## config.mk

```make
export PLATFORM = sky130hd
export DESIGN_NAME = rgbsat_lane
export DESIGN_NICKNAME = d
export VERILOG_FILES = /design/src/sv/rgbsat_pkg.sv /design/src/sv/rgbsat_lane.sv
export VERILOG_INCLUDE_DIRS = /design/src /design/src/sv
export SDC_FILE = /design/constraint.sdc
export NUM_CORES = 1
export LEC_CHECK = 0
export ABC_AREA = 1
export BUFFER_PORTS_ARGS = -buffer_cell sky130_fd_sc_hd__buf_2
export CORE_MARGIN = 2
export CORE_UTILIZATION = 35
export CTS_CLUSTER_DIAMETER = 30
export CTS_CLUSTER_SIZE = 8
export DETAILED_ROUTE_END_ITERATION = 10
export SYNTH_ARGS = -nofsm -noshare
export SYNTH_HDL_FRONTEND = slang
export SYNTH_SLANG_ARGS = --single-unit
```

## constraint.sdc

```tcl
create_clock -name clk -period 3.3 [get_ports clk]
set_input_delay 0.33 -clock clk [delete_from_list [all_inputs] [get_ports clk]]
set_output_delay 0.33 -clock clk [all_outputs]
set_load 0.01 [all_outputs]
```

## src/sv/rgb_integral_image_stream_macros.svh

```systemverilog
// ---------------------------------------------------------------------------
// Assertion macros for the integral image stream block
// Clocked on clk, disabled while arst_n is low.
// ---------------------------------------------------------------------------
`ifndef RGB_INTEGRAL_IMAGE_STREAM_MACROS_SVH
`define RGB_INTEGRAL_IMAGE_STREAM_MACROS_SVH

// property holds at every edge
`define RGBSAT_ASSERT(label, prop, msg) \
	label: assert property (@(posedge clk) disable iff (!arst_n) (prop)) \
		else $error(msg);

// antecedent implies consequent in the next cycle
`define RGBSAT_ASSERT_NEXT(label, ante, cons, msg) \
	label: assert property (@(posedge clk) disable iff (!arst_n) (ante) |=> (cons)) \
		else $error(msg);

`endif

```

## src/sv/rgbsat_pkg.sv

```systemverilog
// ---------------------------------------------------------------------------
// rgbsat_pkg
// Sizes, register indexes and helpers shared by the integral image block.
// ---------------------------------------------------------------------------
package rgbsat_pkg;

	localparam int MAX_WIDTH  = 4096;
	localparam int MAX_HEIGHT = 4096;
	localparam int NUM_CHAN   = 3;

	localparam int PIX_W   = 8;
	localparam int SAT_W   = 32;
	localparam int CFG_W   = 13;
	localparam int IDX_W   = 1;
	localparam int COL_W   = $clog2(MAX_WIDTH);
	localparam int ROW_W   = $clog2(MAX_HEIGHT);
	localparam int LINE_W  = NUM_CHAN * SAT_W;

	localparam logic [IDX_W-1:0] REG_IMAGE_WIDTH  = 1'b0;
	localparam logic [IDX_W-1:0] REG_IMAGE_HEIGHT = 1'b1;

	localparam logic [CFG_W-1:0] WIDTH_RESET  = CFG_W'(640);
	localparam logic [CFG_W-1:0] HEIGHT_RESET = CFG_W'(480);

	// last column index of a row for a programmed width, clamped to 1..MAX_WIDTH
	function automatic logic [COL_W-1:0] col_last(input logic [CFG_W-1:0] v);
		logic [COL_W-1:0] r;
		if (v == '0)
			r = '0;
		else if (32'(v) > MAX_WIDTH)
			r = COL_W'(MAX_WIDTH - 1);
		else
			r = COL_W'(v - CFG_W'(1));
		return r;
	endfunction

	// last row index of a frame for a programmed height, clamped to 1..MAX_HEIGHT
	function automatic logic [ROW_W-1:0] row_last(input logic [CFG_W-1:0] v);
		logic [ROW_W-1:0] r;
		if (v == '0)
			r = '0;
		else if (32'(v) > MAX_HEIGHT)
			r = ROW_W'(MAX_HEIGHT - 1);
		else
			r = ROW_W'(v - CFG_W'(1));
		return r;
	endfunction

endpackage

```

## src/sv/rgbsat_lane.sv

```systemverilog
// ---------------------------------------------------------------------------
// rgbsat_lane
// One colour channel: running row sum plus the entry from the row above.
// ---------------------------------------------------------------------------
`include "rgb_integral_image_stream_macros.svh"

module rgbsat_lane
	import rgbsat_pkg::*;
(
	input  logic             clk,
	input  logic             arst_n,
	input  logic             step,
	input  logic             clear,
	input  logic             row_zero,
	input  logic [PIX_W-1:0] px,
	input  logic [SAT_W-1:0] above,
	output logic [SAT_W-1:0] entry
);

	logic [SAT_W-1:0] rs_q;
	logic [SAT_W-1:0] rs_next;
	logic [SAT_W-1:0] above_sel;

	assign rs_next   = rs_q + SAT_W'(px);
	// first row of a frame has nothing above it
	assign above_sel = row_zero ? '0 : above;
	assign entry     = rs_next + above_sel;

	always_ff @(posedge clk or negedge arst_n) begin
		if (!arst_n) begin
			rs_q <= '0;
		end else if (step) begin
			rs_q <= clear ? '0 : rs_next;
		end
	end

	`RGBSAT_ASSERT_NEXT(a_row_sum_clear, step && clear, rs_q == '0, "row sum not cleared at end of row")

endmodule
```

==> results.toml <==
[finish]
drive_above_1_share = 0.479
fin_cells = 1264
fillers = 1180
largest_reg_flops = 32
nNetsFinal = 1167
fin_area_um2 = 8330
areaGrowthSynthToFinish_pct = 70.2
regMostFlops = "rs_q"
num_antenna_cells = 0
regArea_um2 = 801
multiInputGateArea_um2 = 4690
reg_top3 = "rs_q (32)"

[sta]
rsz0062_at_grt = "yes"
finClkSkew_ns = 0.0107
hold_viol = 0
worst_slack_ns = -0.632
tightestPinTransition_ns = 0.827
fin_crit_ns = 3.93
report.final.setup_viol = 23
period_share = 1.19
fmax_mhz = 254
drv_slew = 0
slew_headroom = 0.449

[clocking]
clkTransAtPathRegs_ns = 0.06
clockBufferDepth = 2
h-tree-depth = 2
cts_tree = "yes"
clock-root-buffer = "clkbuf_16"
numCtsBuffers = 5
clkLatencyLatePin_ns = 0.29
hold_buffers = 0
clock-sinks = 32

[setup_path]
reg2regPathDepth = 15
max_stage_delay_ns = 0.41
arrival_ns = 3.60
critPathSlowestCell = "dfrtp_1"
r2r_start = "rs_q[0]"
cpLargestDelayFamily = "simple AND/OR/NAND/NOR gates"
cp_data_required_time_ns = 2.97
startpoint_type = "flop"
timing.rr.end = "rs_q[26]"
crit_type = "reg -> out"
crit_path_cell_trace = "ha_4 -> fa_2 -> nand2_2 -> nand2_4 -> nand3_4 -> nand2_4 -> nand2_4 -> nor2_4 -> nand2_2 -> or3_4 -> buf_6 -> xor2_4 -> ha_4 -> buf_6 -> nand3_4 -> nor2_4 -> nand2_1 -> nor2_1 -> nand2_2 -> nand3_2 -> nand2_1 -> nand2_1 -> buf_2"
endpoint_kind = "primary output"
reg2reg_setup_slack_ns = 0.75
cp_max_fo = 4
crit_buf_inv = 3

[global_routing]
grt_max_degree = 54
grt_pass1_vias = 5676
antenna_found_initial = 1
overflow = 0
track_usage = 0.229
grt_pass1_wl_um = 27200

[drt]
first_iter_violations = 443
vias = 6260
vias_per_cell = 4.95
wl_um = 18200
drc = 0
wl_per_cell_um = 14.4
firstDrtPassIters = 5
antenna_left = 0

[pwr]
powerDensity_nw_per_um2 = 345
ir_worst_vdd_mv = 0.267
p_leak_nw = 4.46

[floorplanning]
core_um2 = 13800
fp-row-count = 43
io_pins = 77
die_x_um = 122
start_util = 0.355
fp.dieArea_um2 = 14900
fp.dieH_um = 122

[synth]
seq_area_frac_synth = 0.164
synth-xor-area-share = 0.0662
syn_inst = 826
synth-compound-area-share = 0.0971
ys_async_sr_fraction = 1.00
synthMuxAreaShare = 0
syn_avg_cell_area_um2 = 5.93
ys_ff_latch = 32
ys_types = 44
ys_warn_count = 0
synth-simple-area-share = 0.442
synth_top_family_by_area = "simple AND/OR/NAND/NOR gates"
netlist_area_um2 = 4890
synth_ff_type = "dfrtp_1"
synth_fa_ha_area_frac = 0.103
synth_edf_count = 0
synth_fp_nets = 910

[placed_design]
place_inst = 1215
place_area_um2 = 6610
dp_slack_ns = -0.458
numPortBuffers = 76
gp_congestion = 0.930
dpl.hpwl_um = 13200

[min_path]
hold_class = "in -> async"

[flow_run]
maxCapViolations = 0

[run_status]
violations = "negative setup slack"
outcome = "finished, violations left"
worst max path at each step:
stage	from	endpoint	slack, ns	cells after the start
after floorplan	rs_q[0]	entry[30]	-0.13	24
after global placement	px[0]	entry[31]	-0.41	23
after detailed placement	px[0]	entry[30]	-0.46	26
after CTS	rs_q[2]	entry[30]	-0.59	26
after global routing	rs_q[0]	entry[30]	-0.80	25
final	rs_q[0]	entry[29]	-0.63	23
report_power, final:
group	switching [mW]	internal, mW
Clock	0.179	0.301
Sequential	0.0317	0.425
Combinational	0.977	0.962
Total	1.19	1.69
cells in the mapped netlist, types with 2 or more instances:
cell type	count	share of area
nand2_1	222	0.17
inv_1	144	0.11
nand3_1	103	0.11
nor2_1	56	0.043
ha_1	37	0.095
a21oi_1	33	0.034
dfrtp_1	32	0.16
xor2_1	31	0.055
o21ai_0	28	0.029
nand2_2	23	0.029
nand4_1	18	0.023
clkbuf_1	11	0.0084
nor3_1	11	0.011
o22ai_1	10	0.013
nor2_2	9	0.012
nand3_2	8	0.016
inv_2	7	0.0054
xnor2_1	6	0.011
o21ai_1	4	0.0041
nor2_4	3	0.0069
a21o_1	2	0.0031
fa_1	2	0.0082
nor3_2	2	0.0041
o21a_1	2	0.0031
or2_1	2	0.0026
or3_1	2	0.0026
per-layer routing:
layer,track usage,part of all wire,vias to the layer above
met5,0,0,-
met4,0.0517,0.015,0
met3,0.0158,0.040,24
met2,0.374,0.48,163
met1,0.329,0.46,2923
li1,-,-,3150
metrics by stage:
stage               total power, mW  utilization  TNS (ns)  hold WS (ns)
global placement               1.91        0.480     -5.78         0.461
global route                   3.06        0.605    -14.35         0.200
detailed placement             1.92        0.480     -5.87         0.462
floorplan                      1.19            -    -0.221        0.0344
finish                         2.87        0.605    -10.84         0.120
CTS                            2.55        0.530    -10.19         0.160
area by class of cell:
cell class,count,share of cell area
inverters,153,0.0700
repair buffers,263,0.226
multi-input cells,628,0.563
flip-flops and latches,32,0.0961
clock buffers,8,0.0176
well taps,180,0.0270
cells by family (layout without fill, tap and decap cells):
logic type	Yosys count	count (layout)
simple gates	467	467
buf+inv	166	424
compound gates	85	85
fa+ha+maj	39	39
xor+xnor	37	37
flops	32	32
repair_timing:
action | in CTS | in global routing
pin swaps | 39 | 112
buffers inserted | 21 | 24
resized for setup | 85 | 189
endpoints found under the setup margin | 25 | 26
cells in the final DEF (no fill, tap or decap), drive strengths merged:
cell type	count
nand2	246
o32ai	1
clkinv	2
o21ai	32
fa	2
nor4	1
a21oi	33
xnor2	6
inv	151
nand4	19
o31ai	1
dfrtp	32
nor2	68
a31oi	1
buf	263
ha	37
nor3	13
o22ai	10
or3	2
and2	2
o21a	2
o21bai	1
xor2	31
nand3b	2
or2	2
a21boi	1
nand3	112
a221oi	1
clkbuf	8
a21o	2
Power figures use the tool's default switching activity.
